==> config.mk <==
export PLATFORM = sky130hd
export DESIGN_NAME = multi_mode_battery_charge_controller
export DESIGN_NICKNAME = d
export VERILOG_FILES = /design/src/mmbcc_pkg.sv /design/src/multi_mode_battery_charge_controller.sv /design/src/mmbcc_core.sv
export SDC_FILE = /design/constraint.sdc
export NUM_CORES = 1
export LEC_CHECK = 0
export BUFFER_PORTS_ARGS = -buffer_cell sky130_fd_sc_hd__buf_2
export CAP_MARGIN = 20
export CELL_PAD_IN_SITES_DETAIL_PLACEMENT = 0
export CELL_PAD_IN_SITES_GLOBAL_PLACEMENT = 2
export CORE_MARGIN = 5
export CORE_UTILIZATION = 35
export DETAILED_ROUTE_END_ITERATION = 8
export HOLD_SLACK_MARGIN = 0.15
export PLACE_DENSITY = 0.83
export SYNTH_ARGS = -nofsm -noshare
export SYNTH_HDL_FRONTEND = slang
export SYNTH_SLANG_ARGS = --single-unit
==> constraint.sdc <==
create_clock -name clock -period 10.9 [get_ports clock]
set_clock_uncertainty 0.15 [all_clocks]
set_input_delay 1.635 -clock clock [delete_from_list [all_inputs] [get_ports clock]]
set_output_delay 1.635 -clock clock [all_outputs]
set_load 0.005 [all_outputs]
==> src/mmbcc_pkg.sv <==
// shared types, codes and constants of the battery charge controller
// no dependencies
`default_nettype none

package mmbcc_pkg;

   localparam int FULL_CONFIRM_TICKS  = 30;
   localparam int LONG_RECHARGE_TICKS = 200;
   localparam int AGM_RECHARGE_TICKS  = 30;

   localparam int VOLT_W  = 12;
   localparam int TEMP_W  = 8;
   localparam int MODE_W  = 3;
   localparam int PHASE_W = 2;
   localparam int CSR_INDEX_W = 2;

   // charge modes
   localparam logic [MODE_W-1:0] MODE_STANDBY = 3'd0;
   localparam logic [MODE_W-1:0] MODE_LEAD    = 3'd1;
   localparam logic [MODE_W-1:0] MODE_AGM     = 3'd2;
   localparam logic [MODE_W-1:0] MODE_LITHIUM = 3'd3;
   localparam logic [MODE_W-1:0] MODE_SIX     = 3'd4;

   // charge phases
   localparam logic [PHASE_W-1:0] PHASE_REMOVAL = 2'd0;
   localparam logic [PHASE_W-1:0] PHASE_BATTERY = 2'd1;
   localparam logic [PHASE_W-1:0] PHASE_CC      = 2'd2;
   localparam logic [PHASE_W-1:0] PHASE_FULL    = 2'd3;

   // phase requests
   localparam logic [1:0] REQ_NONE    = 2'd0;
   localparam logic [1:0] REQ_REMOVAL = 2'd1;
   localparam logic [1:0] REQ_BATTERY = 2'd2;

   // register indexes
   localparam logic [CSR_INDEX_W-1:0] CSR_CHARGE_MODE      = 2'd0;
   localparam logic [CSR_INDEX_W-1:0] CSR_LEAD_RECHARGE    = 2'd1;
   localparam logic [CSR_INDEX_W-1:0] CSR_SIX_STOP         = 2'd2;
   localparam logic [CSR_INDEX_W-1:0] CSR_SIX_RECHARGE     = 2'd3;

   localparam logic [VOLT_W-1:0] LEAD_RECHARGE_RESET = 12'd1250;
   localparam logic [VOLT_W-1:0] SIX_STOP_RESET      = 12'd700;
   localparam logic [VOLT_W-1:0] SIX_RECHARGE_RESET  = 12'd500;

   typedef struct packed {
      logic [MODE_W-1:0] charge_mode;
      logic [VOLT_W-1:0] lead_recharge_level;
      logic [VOLT_W-1:0] six_volt_stop_level;
      logic [VOLT_W-1:0] six_volt_recharge_level;
   } mmbcc_cfg_type;

   typedef struct packed {
      logic [VOLT_W-1:0]        battery_voltage;
      logic signed [TEMP_W-1:0] temperature;
      logic                     fault_present;
      logic [1:0]               phase_request;
   } mmbcc_item_type;

   typedef struct packed {
      logic               charger_enable;
      logic               high_current;
      logic [PHASE_W-1:0] phase;
      logic [VOLT_W-1:0]  stop_threshold;
   } mmbcc_result_type;

endpackage

`default_nettype wire

==> src/multi_mode_battery_charge_controller.sv <==
// Multi-mode battery charge controller. Each req_ beat is one control tick
// (voltage, temperature, fault, phase request) and gives exactly one rsp_ beat
// with charger enable, current select, phase and the stop level in use. One
// tick is taken per clock cycle while req_stall is low; a tick's result goes
// from the input register through the step logic into the result register
// and is offered on rsp_ from there. The rate is set by the phase and counter
// update in mmbcc_core, which every tick must see from the tick before. A skid
// entry behind the result register lets one more tick in while a result is
// stalled; req_stall rises only when the input register and the skid entry are
// both full. Configuration must be written through csr_ while idle, unchecked.
// depends on mmbcc_pkg and mmbcc_core
`default_nettype none

module multi_mode_battery_charge_controller
   import mmbcc_pkg::*;
(
   input  wire logic                     clock,
   input  wire logic                     reset,

   input  wire logic                     csr_write_enable,
   input  wire logic [CSR_INDEX_W-1:0]   csr_index,
   input  wire logic [VOLT_W-1:0]        csr_write_data,

   input  wire logic                     req_valid,
   output logic                          req_stall,
   input  wire logic [VOLT_W-1:0]        req_battery_voltage,
   input  wire logic signed [TEMP_W-1:0] req_temperature,
   input  wire logic                     req_fault_present,
   input  wire logic [1:0]               req_phase_request,

   output logic                          rsp_valid,
   input  wire logic                     rsp_stall,
   output logic                          rsp_charger_enable,
   output logic                          rsp_high_current,
   output logic [PHASE_W-1:0]            rsp_phase,
   output logic [VOLT_W-1:0]             rsp_stop_threshold
);

   mmbcc_cfg_type    cfg_ff;
   mmbcc_item_type   item_ff;
   logic             item_valid_ff;
   mmbcc_result_type out_ff;
   logic             out_valid_ff;
   mmbcc_result_type skid_ff;
   logic             skid_valid_ff;
   mmbcc_result_type step_result;
   logic             step;
   logic             req_take;
   logic             out_busy;

   assign req_take  = req_valid && !req_stall;
   assign req_stall = item_valid_ff && skid_valid_ff;
   assign step      = item_valid_ff && !skid_valid_ff;
   assign out_busy  = out_valid_ff && rsp_stall;

   always_ff @(posedge clock) begin
      if (reset) begin
         cfg_ff.charge_mode             <= MODE_STANDBY;
         cfg_ff.lead_recharge_level     <= LEAD_RECHARGE_RESET;
         cfg_ff.six_volt_stop_level     <= SIX_STOP_RESET;
         cfg_ff.six_volt_recharge_level <= SIX_RECHARGE_RESET;
      end else if (csr_write_enable) begin
         case (csr_index)
            CSR_CHARGE_MODE:   cfg_ff.charge_mode             <= csr_write_data[MODE_W-1:0];
            CSR_LEAD_RECHARGE: cfg_ff.lead_recharge_level     <= csr_write_data;
            CSR_SIX_STOP:      cfg_ff.six_volt_stop_level     <= csr_write_data;
            CSR_SIX_RECHARGE:  cfg_ff.six_volt_recharge_level <= csr_write_data;
            default: ;
         endcase
      end
   end

   // input register
   always_ff @(posedge clock) begin
      if (reset) begin
         item_valid_ff <= 1'b0;
      end else if (req_take) begin
         item_valid_ff <= 1'b1;
      end else if (step) begin
         item_valid_ff <= 1'b0;
      end
   end

   always_ff @(posedge clock) begin
      if (req_take) begin
         item_ff.battery_voltage <= req_battery_voltage;
         item_ff.temperature     <= req_temperature;
         item_ff.fault_present   <= req_fault_present;
         item_ff.phase_request   <= req_phase_request;
      end
   end

   mmbcc_core u_core (
      .clock  (clock),
      .reset  (reset),
      .step   (step),
      .item   (item_ff),
      .cfg    (cfg_ff),
      .result (step_result)
   );

   // result register with one skid entry
   always_ff @(posedge clock) begin
      if (reset) begin
         out_valid_ff  <= 1'b0;
         skid_valid_ff <= 1'b0;
      end else if (!out_busy) begin
         out_valid_ff  <= skid_valid_ff || step;
         skid_valid_ff <= 1'b0;
      end else if (step) begin
         skid_valid_ff <= 1'b1;
      end
   end

   always_ff @(posedge clock) begin
      if (!out_busy) begin
         if (skid_valid_ff) begin
            out_ff <= skid_ff;
         end else if (step) begin
            out_ff <= step_result;
         end
      end else if (step) begin
         skid_ff <= step_result;
      end
   end

   assign rsp_valid          = out_valid_ff;
   assign rsp_charger_enable = out_ff.charger_enable;
   assign rsp_high_current   = out_ff.high_current;
   assign rsp_phase          = out_ff.phase;
   assign rsp_stop_threshold = out_ff.stop_threshold;

endmodule

`default_nettype wire

==> src/mmbcc_core.sv <==
// charge state and one-tick step logic of the battery charge controller
// depends on mmbcc_pkg
`default_nettype none

module mmbcc_core
   import mmbcc_pkg::*;
(
   input  wire logic             clock,
   input  wire logic             reset,
   input  wire logic             step,
   input  wire mmbcc_item_type   item,
   input  wire mmbcc_cfg_type    cfg,
   output mmbcc_result_type      result
);

   localparam logic [5:0] OVER_MAX  = 6'h3f;
   localparam logic [7:0] UNDER_MAX = 8'hff;
   localparam logic [5:0] FULL_LIM  = 6'(FULL_CONFIRM_TICKS);
   localparam logic [7:0] LONG_LIM  = 8'(LONG_RECHARGE_TICKS);
   localparam logic [7:0] AGM_LIM   = 8'(AGM_RECHARGE_TICKS);

   // lead/agm stop level: 1440 - (dT*18)/10 toward zero, clamped 1410..1500
   function automatic logic [VOLT_W-1:0] lead_level(input logic signed [TEMP_W-1:0] temp);
      logic signed [8:0] d;
      logic [7:0]        mag;
      logic [11:0]       prod;
      logic [24:0]       scaled;
      logic [8:0]        q;
      logic [11:0]       lvl;
      d      = $signed({temp[7], temp}) - 9'sd25;
      mag    = d[8] ? 8'(-d) : d[7:0];
      prod   = {4'd0, mag} * 12'd18;
      // divide by 10 as multiply by 6554/65536, exact for this range
      scaled = {13'd0, prod} * 25'd6554;
      q      = scaled[24:16];
      lvl    = d[8] ? (12'd1440 + {3'd0, q}) : (12'd1440 - {3'd0, q});
      if (lvl > 12'd1500) begin
         lvl = 12'd1500;
      end else if (lvl < 12'd1410) begin
         lvl = 12'd1410;
      end
      return lvl;
   endfunction

   // lithium stop level: 1460 - 4*dT, clamped 1400..1480
   function automatic logic [VOLT_W-1:0] lithium_level(input logic signed [TEMP_W-1:0] temp);
      logic signed [8:0]  d;
      logic signed [12:0] d4;
      logic signed [12:0] lvl;
      d   = $signed({temp[7], temp}) - 9'sd25;
      d4  = $signed({d[8], d[8], d, 2'b00});
      lvl = 13'sd1460 - d4;
      if (lvl > 13'sd1480) begin
         lvl = 13'sd1480;
      end else if (lvl < 13'sd1400) begin
         lvl = 13'sd1400;
      end
      return lvl[11:0];
   endfunction

   logic [PHASE_W-1:0] phase_ff, phase_in;
   logic               current_ff, current_in;
   logic [VOLT_W-1:0]  latched_ff [3];
   logic [VOLT_W-1:0]  latched_in [3];
   logic [5:0]         over_ff [4];
   logic [5:0]         over_in [4];
   logic [7:0]         under_ff [3];
   logic [7:0]         under_in [3];

   logic [MODE_W-1:0]  mode;
   logic [MODE_W-1:0]  mode_m1;
   logic               mode_active;
   logic               has_latch;
   logic               has_under;
   logic [1:0]         over_idx;
   logic [1:0]         latch_idx;
   logic [1:0]         under_idx;
   logic [7:0]         recharge_lim;
   logic [VOLT_W-1:0]  recharge_level;
   logic [VOLT_W-1:0]  cc_level;
   logic [5:0]         over_old;
   logic [7:0]         under_old;
   logic [PHASE_W-1:0] phase_req;

   always_comb begin
      mode        = cfg.charge_mode;
      mode_m1     = mode - 3'd1;
      mode_active = mode inside {[MODE_LEAD:MODE_SIX]};
      has_latch   = mode inside {MODE_LEAD, MODE_AGM, MODE_LITHIUM};
      has_under   = mode inside {MODE_LEAD, MODE_AGM, MODE_SIX};
      over_idx    = mode_m1[1:0];
      latch_idx   = (mode == MODE_LITHIUM) ? 2'd2 : {1'b0, mode_m1[0]};
      under_idx   = (mode == MODE_SIX) ? 2'd2 : {1'b0, mode_m1[0]};
      recharge_lim   = (mode == MODE_AGM) ? AGM_LIM : LONG_LIM;
      recharge_level = (mode == MODE_SIX) ? cfg.six_volt_recharge_level
                                          : cfg.lead_recharge_level;
      cc_level  = has_latch ? latched_ff[latch_idx] : cfg.six_volt_stop_level;
      over_old  = over_ff[over_idx];
      under_old = under_ff[under_idx];

      case (item.phase_request)
         REQ_REMOVAL: phase_req = PHASE_REMOVAL;
         REQ_BATTERY: phase_req = PHASE_BATTERY;
         default:     phase_req = phase_ff;
      endcase

      phase_in   = phase_req;
      current_in = current_ff;
      latched_in = latched_ff;
      over_in    = over_ff;
      under_in   = under_ff;
      result.charger_enable = 1'b0;
      result.stop_threshold = '0;

      if (mode_active) begin
         case (phase_req)
            PHASE_REMOVAL: begin
               current_in = 1'b0;
               over_in[over_idx] = '0;
               if (has_under) begin
                  under_in[under_idx] = '0;
               end
            end
            PHASE_BATTERY: begin
               if (mode == MODE_LITHIUM) begin
                  latched_in[latch_idx] = lithium_level(item.temperature);
               end else if (has_latch) begin
                  latched_in[latch_idx] = lead_level(item.temperature);
               end
               current_in = 1'b0;
               if (!item.fault_present) begin
                  phase_in = PHASE_CC;
                  over_in[over_idx] = '0;
                  if (has_under) begin
                     under_in[under_idx] = '0;
                  end
               end
            end
            PHASE_CC: begin
               result.charger_enable = 1'b1;
               current_in = 1'b1;
               if (item.battery_voltage > cc_level) begin
                  if (over_old < OVER_MAX) begin
                     over_in[over_idx] = over_old + 6'd1;
                  end
                  if (over_old > FULL_LIM) begin
                     phase_in = PHASE_FULL;
                  end
               end
            end
            default: begin
               // full: count ticks below the recharge level (not in lithium mode), restart when past limit
               if (has_under && (item.battery_voltage < recharge_level)) begin
                  if (under_old < UNDER_MAX) begin
                     under_in[under_idx] = under_old + 8'd1;
                  end
                  if (under_old > recharge_lim) begin
                     phase_in = PHASE_CC;
                     under_in[under_idx] = '0;
                     over_in[over_idx]   = '0;
                  end
               end
            end
         endcase
         result.stop_threshold = has_latch ? latched_in[latch_idx] : cfg.six_volt_stop_level;
      end else begin
         current_in = 1'b0;
      end

      result.high_current = current_in;
      result.phase        = phase_in;
   end

   always_ff @(posedge clock) begin
      if (reset) begin
         phase_ff   <= PHASE_BATTERY;
         current_ff <= 1'b0;
         for (int k = 0; k < 3; k++) begin
            latched_ff[k] <= '0;
            under_ff[k]   <= '0;
         end
         for (int k = 0; k < 4; k++) begin
            over_ff[k] <= '0;
         end
      end else if (step) begin
         phase_ff   <= phase_in;
         current_ff <= current_in;
         latched_ff <= latched_in;
         over_ff    <= over_in;
         under_ff   <= under_in;
      end
   end

endmodule

`default_nettype wire

== Yosys cells after proc, flatten, opt, wreduce, memory -nomap -nowiden ==
Cells that the tools add are included.

* Multipliers: 2
* Muxes and demuxes: 77
* Bitwise logic cells: 10
* Reduce and logical (&&, ||, !) cells: 33
* Equal/unequal tests: 14
* Order comparisons: 18
* $add $sub $neg: 8

{| class="wikitable"
|+ Operators with widths
! operator !! count
|-
| $mux 24 || 13
|-
| $mux 12 || 21
|-
| $mux 36 || 4
|-
| $pmux 24 s3 || 2
|-
| $and 24x24->24 || 3
|-
| $bwmux 36 || 2
|-
| $bmux 12 s2 || 2
|-
| $bwmux 24 || 2
|-
| $not 24->24 || 2
|-
| $mux 8 || 5
|-
| $mux 16 || 2
|-
| $demux 12 s2 || 1
|-
| $mul 11x12->23 const B || 1
|-
| $mux 6 || 3
|-
| $bmux 8 s2 || 1
|-
| $demux 8 s2 || 1
|-
| $mux 2 || 8
|-
| $reduce_and 2->1 || 7
|-
| $gt 13x12->1 const B || 1
|-
| $lt 13x12->1 const B || 1
|-
| $sub 12x11->13 const A || 1
|-
| $add 11x9->12 const A || 1
|-
| $bmux 6 s2 || 1
|-
| $demux 6 s2 || 1
|-
| 43 further kinds || 76
|}

* Output and inout bits: 18
* Input bits: 42
* Logic and storage cells: 193
* Flip-flop bits (word level): 184

== Logic depth before layout (Yosys ltp) ==
Gate-level depths: netlist of run 1.

* Depth after elaboration: 26
* Mapped depth: 53
* Depth with buffers taken out: 48

== Modules after synthesis ==
From an unflattened synthesis of run 1, not the netlist that was laid out.

* Cells, all modules: 1467
* Area, all modules: 13352.8 um^2

{| class="wikitable"
|+ By module, submodules not included
! module !! cells an instance !! area an instance (um^2) !! instances !! sequential area each (um^2)
|-
| mmbcc_core || 1223 || 9805.7 || 1 || 1741.7
|-
| multi_mode_battery_charge_controller || 244 || 3547.2 || 1 || 2492.4
|}

== Worst setup path after synthesis of run 1 ==
OpenSTA, ideal clock, no wires.

* Path type: flip-flop to flip-flop
* From: register item_ff[3] (netlist name)
* To: register skid_ff[5] (netlist name), data pin
* Arrival: 10.404 ns
* Setup slack: 0.091 ns
* Buffers on the path: 4
* Period minus slack after synthesis: 10.809 ns
* Data required time: 10.495 ns
* Stages on the path, launching flop included: 48
* Library setup time: 0.255 ns
* Path through: edfxtp_1 clkbuf_1 inv_1 ha_1 nor2b_1 buf_2 o21a_1 nor2_1 clkbuf_1 nor2_1 xnor2_1 ha_1 ha_1 inv_1 fa_1 nor2b_1 o21ai_0 nand2b_1 [... 12 more ...] a21o_1 o211a_1 and3_1 o2111a_1 or3_1 buf_2 inv_2 ha_1 o21ai_0 o21ai_0 o21ai_0 nor4b_1 o311ai_1 a211oi_1 or3_4 o311ai_1 a22o_1 and2_1

{| class="wikitable"
|+ RTL lines
! item !! RTL line !! RTL
|-
| start, declared || multi_mode_battery_charge_controller.sv:40 || <nowiki>mmbcc_item_type item_ff;</nowiki>
|-
| end signal, assigned || multi_mode_battery_charge_controller.sv:123 || <nowiki>skid_ff <= step_result;</nowiki>
|-
| end, declared || multi_mode_battery_charge_controller.sv:44 || <nowiki>mmbcc_result_type skid_ff;</nowiki>
|}

==> results.cfg, run 1 <==
[run_status]
outcome = completed

[die]
initial_core_util_pct = 35.6
rows = 70
ioPinCount = 60
dieArea_um2 = 41200
die_w_um = 203
core_um2 = 36700
fp.dieH_um = 203

[worst_setup_path]
worstPathArrival_ns = 10.39
crit_fanout = 6
worstSetupEndpointType = flop
crit_type = flop to flop
start_kind = flop
cpMaxStageDelayCell = fa_1
slowest_delay_ns = 0.59
cp.required_ns = 10.94

[synthesis]
synth_compound_area_share_pct = 18.8
syn_nets = 1697
synth_top_family_by_area = compound AO/OA/AOI/OAI gates
ys_async_sr_fraction_pct = 0
yosysTopAreaCell = dfxtp_1
ys.flop_type = dfxtp_1
synthMuxAreaShare_pct = 5.81
yosys.area.top_type_share_pct = 19.8
seq_area_frac_synth_pct = 32.5
yosysWarnings = 0
ys_ff_latch = 184
syn_inst = 1503
yosys-top-cells-area = dfxtp_1 (20%), edfxtp_1 (13%), ha_1 (12%)
syn_area_per_cell_um2 = 8.68
syn_area_um2 = 13000
synthDistinctLibCells = 86
synth-simple-area-share_pct = 18.5
synthXorXnorAreaFrac_pct = 2.74
synth-adder-area-share_pct = 16.4
synth_edf_count = 55

[finish]
drive_gt1_share_pct = 12.4
ff_latch_area_um2 = 4230
nets = 1741
final_cell_mix = nand2_1 (185), nor2_1 (138), dfxtp_1 (129)
multi_input_area_um2 = 8270
synthToLayoutAreaGrowth_pct = 12.4
fillers = 3703
fin_util_pct = 40.0
final_common_cell = nand2_1
n_antenna_cell = 0

[timing]
hold_slack_ns = 0.308
setup_viol = 0
fmax_ghz = 0.0966
worstMarginPinSlew_ns = 1.03
slew_viol_final = 0
finalHoldViolCount = 0
finalCritPeriodShare_pct = 95.0
slew_headroom_pct = 31.0
period_minus_slack_ns = 10.35
worst_slack_ns = 0.549

[global_routing]
grt_use_total_pct = 17.5
grt_pass1_vias = 10500
grt_pass1_wl_mm = 58.6
grt_overflow = 0
antenna_found_initial = 0
grt_max_degree = 54

[clocking]
cts_max_level = 4
worstSkewPairLatency_ns = 0.44
cts-root-buf = clkbuf_16
path_clk_slew_ns = 0.08
numCtsBuffers = 17
cts_tree = built
clk_path_buf_depth = 2
cts_sinks = 184

[route]
wirelength_mm = 37.1
vias = 11000
vias_per_cell = 5.45
wl_per_cell_um = 18.3
antenna_left = 0
drt_first_pass_iters = 5
drc = 0
drt-initial-drc-count = 743

[place]
dpl.hpwl_mm = 28.1
port_buffers = 59
gp_congestion = 0.846
dpl_worst_slack_ns = -0.0990

[flow_run]
drv_cap = 0

[min_path]
min-delay-path-class = flop to flop
[cells in the mapped netlist (26+ instances only)]
cell type and instances:
nor3_1 27, ha_1 121, edfxtp_1 55, nand2_1 185, fa_1 31, a21oi_1 105, dfxtp_1 129, o21ai_0 44
xnor2_1 26, clkbuf_1 54, mux2i_1 51, inv_1 110, nor2_1 138, nand3_1 45
[routing by layer]
layer  routed length, µm  vias to the layer above  GRT usage (%)  share of wire (%)
met2               16800                      206           27.9                 45
li1                    -                     5478              -                  -
met5                   0                        -              0                  0
met1               18600                     5341           25.8                 50
met3                1390                       22           2.60                3.8
met4                 320                        0           2.84               0.86
[sequential cells by signal (all words and copies together), names as in the netlist, 12 cells and up, named ones only]
| signal | count |
|---|---|
| cfg_ff | 39 |
| rsp_stop_threshold | 12 |
| item_ff | 23 |
| u_core.under_ff | 17 |
| u_core.latched_ff | 36 |
| skid_ff | 16 |
| u_core.over_ff | 24 |
[kinds of logic (layout without fill, tap and decap cells)]
| logic type | after synthesis | after routing |
|---|---|---|
| and+or+nand+nor | 522 | 522 |
| adders and majority gates | 152 | 152 |
| DFF | 184 | 184 |
| AOI/OAI and AO/OA | 356 | 356 |
| xor gates and xnor gates | 40 | 40 |
| muxes | 67 | 67 |
| buffers and inverters | 182 | 239 |
[path summary, 6_finish.rpt]
kind | end | cells after the start | startpoint | slack, ns
worst max-delay path | rsp_stop_threshold[6] | 42 | item_ff[4] | 0.55
worst min-delay path | cfg_ff[24] | 2 | cfg_ff[24] | 0.31
worst max register to register | rsp_stop_threshold[6] | 42 | item_ff[4] | 0.55
worst min register to register | cfg_ff[24] | 2 | cfg_ff[24] | 0.31
[through the flow]
step                TNS (ns)  area (µm²)  cells
global placement           0       13900   1990
global route        -0.00747       14700   2028
floorplan                  0       13000   1503
finish                     0       14700   2028
detailed placement    -0.335       13900   1991
CTS                        0       14500   2023
[final cells by class]
class	instances	share of cell area, %
clock buffer	18	2.93
clock inverter	14	1.07
inverter	113	2.91
multi-input combinational	1137	56.4
sequential	184	28.9
tap	468	3.99
timing repair buffer	94	3.81
[critical path: cells and delay by family (launching register included)]
| family | cells | cell delay (ns) |
|---|---|---|
| AOI/OAI and AO/OA | 15 | 2.85 |
| buffers and inverters | 5 | 0.53 |
| adders and majority gates | 8 | 3.26 |
| muxes | 2 | 0.40 |
| DFF | 1 | 0.40 |
| xor gates and xnor gates | 2 | 0.38 |
| and+or+nand+nor | 10 | 2.14 |
[timing repair]
action                                  CTS  global route
pin swaps                                 0             4
hold buffers                              0             0
hold endpoints to repair                  0             0
gates resized for setup                   2            28
buffers inserted                          0             5
endpoints found under the setup margin   18            28
Power of run 1 is left out: the tool's default activity adds up to more than one toggle a clock period on the data nets, which glitch-free logic cannot reach.
==> run 2: changes to the inputs <==
--- a/config.mk
+++ b/config.mk
@@ -9,6 +9,7 @@
 export CAP_MARGIN = 20
 export CELL_PAD_IN_SITES_DETAIL_PLACEMENT = 0
 export CELL_PAD_IN_SITES_GLOBAL_PLACEMENT = 2
+export CORE_ASPECT_RATIO = 0.7
 export CORE_MARGIN = 5
 export CORE_UTILIZATION = 35
 export DETAILED_ROUTE_END_ITERATION = 8
==> results.cfg, run 2 (same netlist as run 1, synthesis figures left out) <==
[run_status]
outcome = completed

[finish]
fillers = 3708
largest_reg_flops = 39
nets = 1746
top_register = cfg_ff
top_regs = cfg_ff x39, u_core.latched_ff x36, u_core.over_ff x24
n_antenna_cell = 0
synthToLayoutAreaGrowth_pct = 13.3
final_common_cell = nand2_1
final_cell_mix = nand2_1 (185), nor2_1 (136), dfxtp_1 (129)
drive_gt1_share_pct = 13.0

[clocking]
cts-root-buf = clkbuf_16
cts_tree = built
hold_buffers = 0
clk_path_buf_depth = 2
numCtsBuffers = 17
path_clk_slew_ns = 0.07
cts_max_level = 4
cts_sinks = 184
worstSkewPairLatency_ns = 0.46

[min_path]
hold_path_startpoint = cfg_ff[11]
hold_depth = 2
whs_endpoint = cfg_ff[11]
min-delay-path-class = flop to flop

[place]
gp_congestion = 0.916
port_buffers = 59
dpl.hpwl_mm = 29.1

[worst_setup_path]
rrSetupSlack_ns = 0.44
crit_fanout = 7
timing.rr.start = item_ff[4]
r2r_cells = 43
worstSetupEndpointType = flop
cp.required_ns = 10.96
start_kind = flop
crit_type = flop to flop
cpMaxStageDelayCell = fa_1
slowest_delay_ns = 0.57
worstPathArrival_ns = 10.52
r2r_end = skid_ff[5]

[global_routing]
grt_pass1_wl_mm = 60.2
antenna_found_initial = 1
grt_pass1_vias = 10400
grt_use_total_pct = 18.5
grt_overflow = 0
grt_max_degree = 77

[timing]
slew_viol_final = 0
worstMarginPinSlew_ns = 1.14
finalCritPeriodShare_pct = 95.9
fmax_ghz = 0.0956
finalSetupTns_ns = 0
setup_viol = 0
slew_headroom_pct = 23.3
finalHoldViolCount = 0
period_minus_slack_ns = 10.46

[route]
antenna_left = 0
top_layer_used = met5
vias = 11200
wl_met2_mm = 13.9
drc = 0
dr_wl_met3_mm = 3.04
drt-met1-wl_mm = 21.1
drt_first_pass_iters = 7
wirelength_mm = 38.4
wl_per_cell_um = 18.7
vias_per_cell = 5.44
drt-initial-drc-count = 1137

[die]
ioPinCount = 60
die_w_um = 241
core_um2 = 37000
fp.dieH_um = 172
rows = 59
initial_core_util_pct = 35.3
dieArea_um2 = 41300

[flow_run]
drv_cap = 0
-- run 2: cell count changes in the layout (fill, tap and decap cells not counted), sizes merged --
cell and change:
buf +5, clkinvlp -2, bufinv -1, clkbuf -1, clkinv +4
-- run 2: timing repair --
| item | CTS | global route |
|---|---|---|
| buffers inserted | 0 | 7 |
| gates resized for setup | 5 | 32 |
| pin swaps | 0 | 9 |
| setup endpoints to repair | 19 | 28 |
-- run 2: routing by layer --
| metal | vias up | track usage [%] |
|---|---|---|
| li1 | 5484 | - |
| met1 | 5304 | 31.0 |
| met2 | 353 | 23.2 |
| met3 | 31 | 5.06 |
| met4 | 2 | 2.84 |
| met5 | - | 0 |
-- run 2: critical path: cells and delay by family (launching register included) --
family                     cells  cell delay [ns]
adders and majority gates      9             3.31
AOI/OAI and AO/OA             16             3.23
and+or+nand+nor                8             1.69
xor gates and xnor gates       4             0.71
buffers and inverters          6             0.64
DFF                            1             0.47
-- run 2: worst max path at each step --
stage / to / from / depth (start not counted)
after floorplan: skid_ff[5] / item_ff[3] / 47
after global placement: rsp_stop_threshold[0] / item_ff[4] / 42
after detailed placement: rsp_stop_threshold[0] / item_ff[4] / 43
after CTS: rsp_stop_threshold[0] / item_ff[4] / 42
after global routing: rsp_stop_threshold[1] / item_ff[3] / 37
final: skid_ff[5] / item_ff[4] / 43
-- run 2: cell type report --
cell class / instances / area [µm²] / share of cell area [%]
clock buffer: 17 / 425 / 2.88
clock inverter: 15 / 176 / 1.19
inverter: 113 / 425 / 2.88
multi-input combinational: 1137 / 8300 / 56.2
sequential: 184 / 4230 / 28.7
tap: 488 / 611 / 4.13
timing repair buffer: 99 / 601 / 4.06
-- run 2: metrics by stage --
| step | cell area (µm²) | utilization [%] | worst slack [ns] | instances | hold WS (ns) |
|---|---|---|---|---|---|
| finish | 14800 | 40.0 | 0.443 | 2053 | 0.305 |
| global route | 14800 | 40.0 | -0.0898 | 2053 | 0.325 |
| CTS | 14600 | 39.4 | 0.0542 | 2046 | 0.304 |
| detailed placement | 13900 | 37.7 | -0.183 | 2014 | 0.293 |
| global placement | 13900 | 37.7 | -0.0341 | 2013 | 0.291 |
| floorplan | 13000 | - | 0.0913 | 1503 | 0.280 |
Power of run 2 is left out for the same reason.
==> run 3: changes to the inputs <==
--- a/config.mk
+++ b/config.mk
@@ -5,16 +5,16 @@
 export SDC_FILE = /design/constraint.sdc
 export NUM_CORES = 1
 export LEC_CHECK = 0
-export BUFFER_PORTS_ARGS = -buffer_cell sky130_fd_sc_hd__buf_2
 export CAP_MARGIN = 20
 export CELL_PAD_IN_SITES_DETAIL_PLACEMENT = 0
 export CELL_PAD_IN_SITES_GLOBAL_PLACEMENT = 2
 export CORE_ASPECT_RATIO = 0.7
-export CORE_MARGIN = 5
-export CORE_UTILIZATION = 35
+export CORE_MARGIN = 2
+export CORE_UTILIZATION = 37
 export DETAILED_ROUTE_END_ITERATION = 8
+export DONT_BUFFER_PORTS = 1
 export HOLD_SLACK_MARGIN = 0.15
-export PLACE_DENSITY = 0.83
+export PLACE_DENSITY = 0.85
 export SYNTH_ARGS = -nofsm -noshare
 export SYNTH_HDL_FRONTEND = slang
 export SYNTH_SLANG_ARGS = --single-unit
==> results.cfg, run 3 (same netlist as run 1, synthesis figures left out) <==
[timing]
rsz0062_at_grt = false
period_minus_slack_ns = 10.45
slew_headroom_pct = 30.9
worstMarginPinSlew_ns = 1.03
setup_viol = 0
finalCritPeriodShare_pct = 95.9
finalHoldViolCount = 0
hold_slack_ns = 0.305
fmax_ghz = 0.0957
slew_viol_final = 0

[clocking]
hold_buffers = 0
path_clk_slew_ns = 0.07
cts_max_level = 4
clk_path_buf_depth = 2
numCtsBuffers = 17
cts-root-buf = clkbuf_16
worstSkewPairLatency_ns = 0.46
cts_tree = built
cts_sinks = 184

[finish]
multi_input_area_um2 = 8380
nets = 1691
n_antenna_cell = 0
final_common_cell = nand2_1
ff_latch_area_um2 = 4230
drive_gt1_share_pct = 10.6
largest_reg_flops = 39
synthToLayoutAreaGrowth_pct = 11.8
top_register = cfg_ff
top_regs = cfg_ff x39, u_core.latched_ff x36, u_core.over_ff x24
final_cell_mix = nand2_1 (184), nor2_1 (138), dfxtp_1 (129)
fin_area_um2 = 14600
fillers = 3480

[die]
core_um2 = 34700
rows = 57
ioPinCount = 60
die_w_um = 228
initial_core_util_pct = 37.6
fp.dieH_um = 161
dieArea_um2 = 36800

[worst_setup_path]
cpMostUsedCell = fa_1
worstSetupEndpointType = flop
slowest_delay_ns = 0.60
cpMaxStageDelayCell = edfxtp_1
worstPathArrival_ns = 10.61
cp.required_ns = 11.06
crit_fanout = 9
start_kind = flop
crit_type = flop to flop

[route]
vias = 11000
drt-initial-drc-count = 794
drc = 0
drt_first_pass_iters = 5
vias_per_cell = 5.56
wirelength_mm = 38.3
antenna_left = 0
wl_per_cell_um = 19.3

[global_routing]
grt_max_degree = 79
grt_pass1_vias = 10400
grt_use_total_pct = 20.9
grt_pass1_wl_mm = 60.2
antenna_found_initial = 1
grt_overflow = 0

[place]
port_buffers = 0
dpl.hpwl_mm = 28.8
place_area_um2 = 13600
gp_congestion = 0.859

[run_status]
outcome = completed

[min_path]
min-delay-path-class = flop to flop

[flow_run]
drv_cap = 0
==> run 3: changes by cell type in the layout (fill, tap and decap cells not counted), sizes merged <==
| cell | change |
|---|---|
| clkbuf | +1 |
| inv | -1 |
| buf | -55 |
| clkinv | -2 |
| clkinvlp | +1 |
| bufinv | +1 |
==> run 3: path summary, 6_finish.rpt <==
| kind | cells after the start | start | to | slack [ns] |
|---|---|---|---|---|
| worst max-delay path | 37 | item_ff[5] | rsp_stop_threshold[5] | 0.45 |
| worst min-delay path | 2 | cfg_ff[10] | cfg_ff[10] | 0.31 |
| worst max register to register | 37 | item_ff[5] | rsp_stop_threshold[5] | 0.45 |
| worst min register to register | 2 | cfg_ff[10] | cfg_ff[10] | 0.31 |
==> run 3: metrics by stage <==
step / std cells / TNS, ns / setup slack, ns / util (%)
CTS: 1970 / -0.0144 / -0.00742 / 41.0
global placement: 1938 / 0 / 0.0605 / 39.2
floorplan: 1503 / 0 / 0.0913 / -
global route: 1982 / 0 / 0.0173 / 42.0
detailed placement: 1938 / -1.08 / -0.236 / 39.2
finish: 1982 / 0 / 0.449 / 42.0
==> run 3: worst max-delay path, delay by kind of cell (launching register included) <==
| family | cells | cell delay [ns] |
|---|---|---|
| compound gates | 15 | 3.37 |
| fa+ha+maj | 7 | 2.93 |
| simple gates | 7 | 1.88 |
| xor+xnor | 4 | 0.86 |
| flops | 1 | 0.60 |
| buf+inv | 4 | 0.48 |
==> run 3: cell type report <==
class	count	area share, %
timing repair buffer	44	2.33
clock inverter	14	1.23
tap	472	4.05
multi-input combinational	1137	57.5
inverter	113	2.92
clock buffer	18	2.94
sequential	184	29.0
==> run 3: repair_timing <==
action                     CTS  global route
pin swaps                    0            10
resized for setup            6            49
setup endpoints to repair   18            28
setup buffers                0            11
==> run 3: routing by layer <==
layer  share of wire (%)  track usage [%]  vias to the layer above
li1                    -                -                     5377
met2                  36             26.3                      354
met3                 7.5             4.54                       23
met5               0.031                0                        -
met1                  55             34.9                     5265
met4                0.74             3.95                        2
Power of run 3 is left out for the same reason.
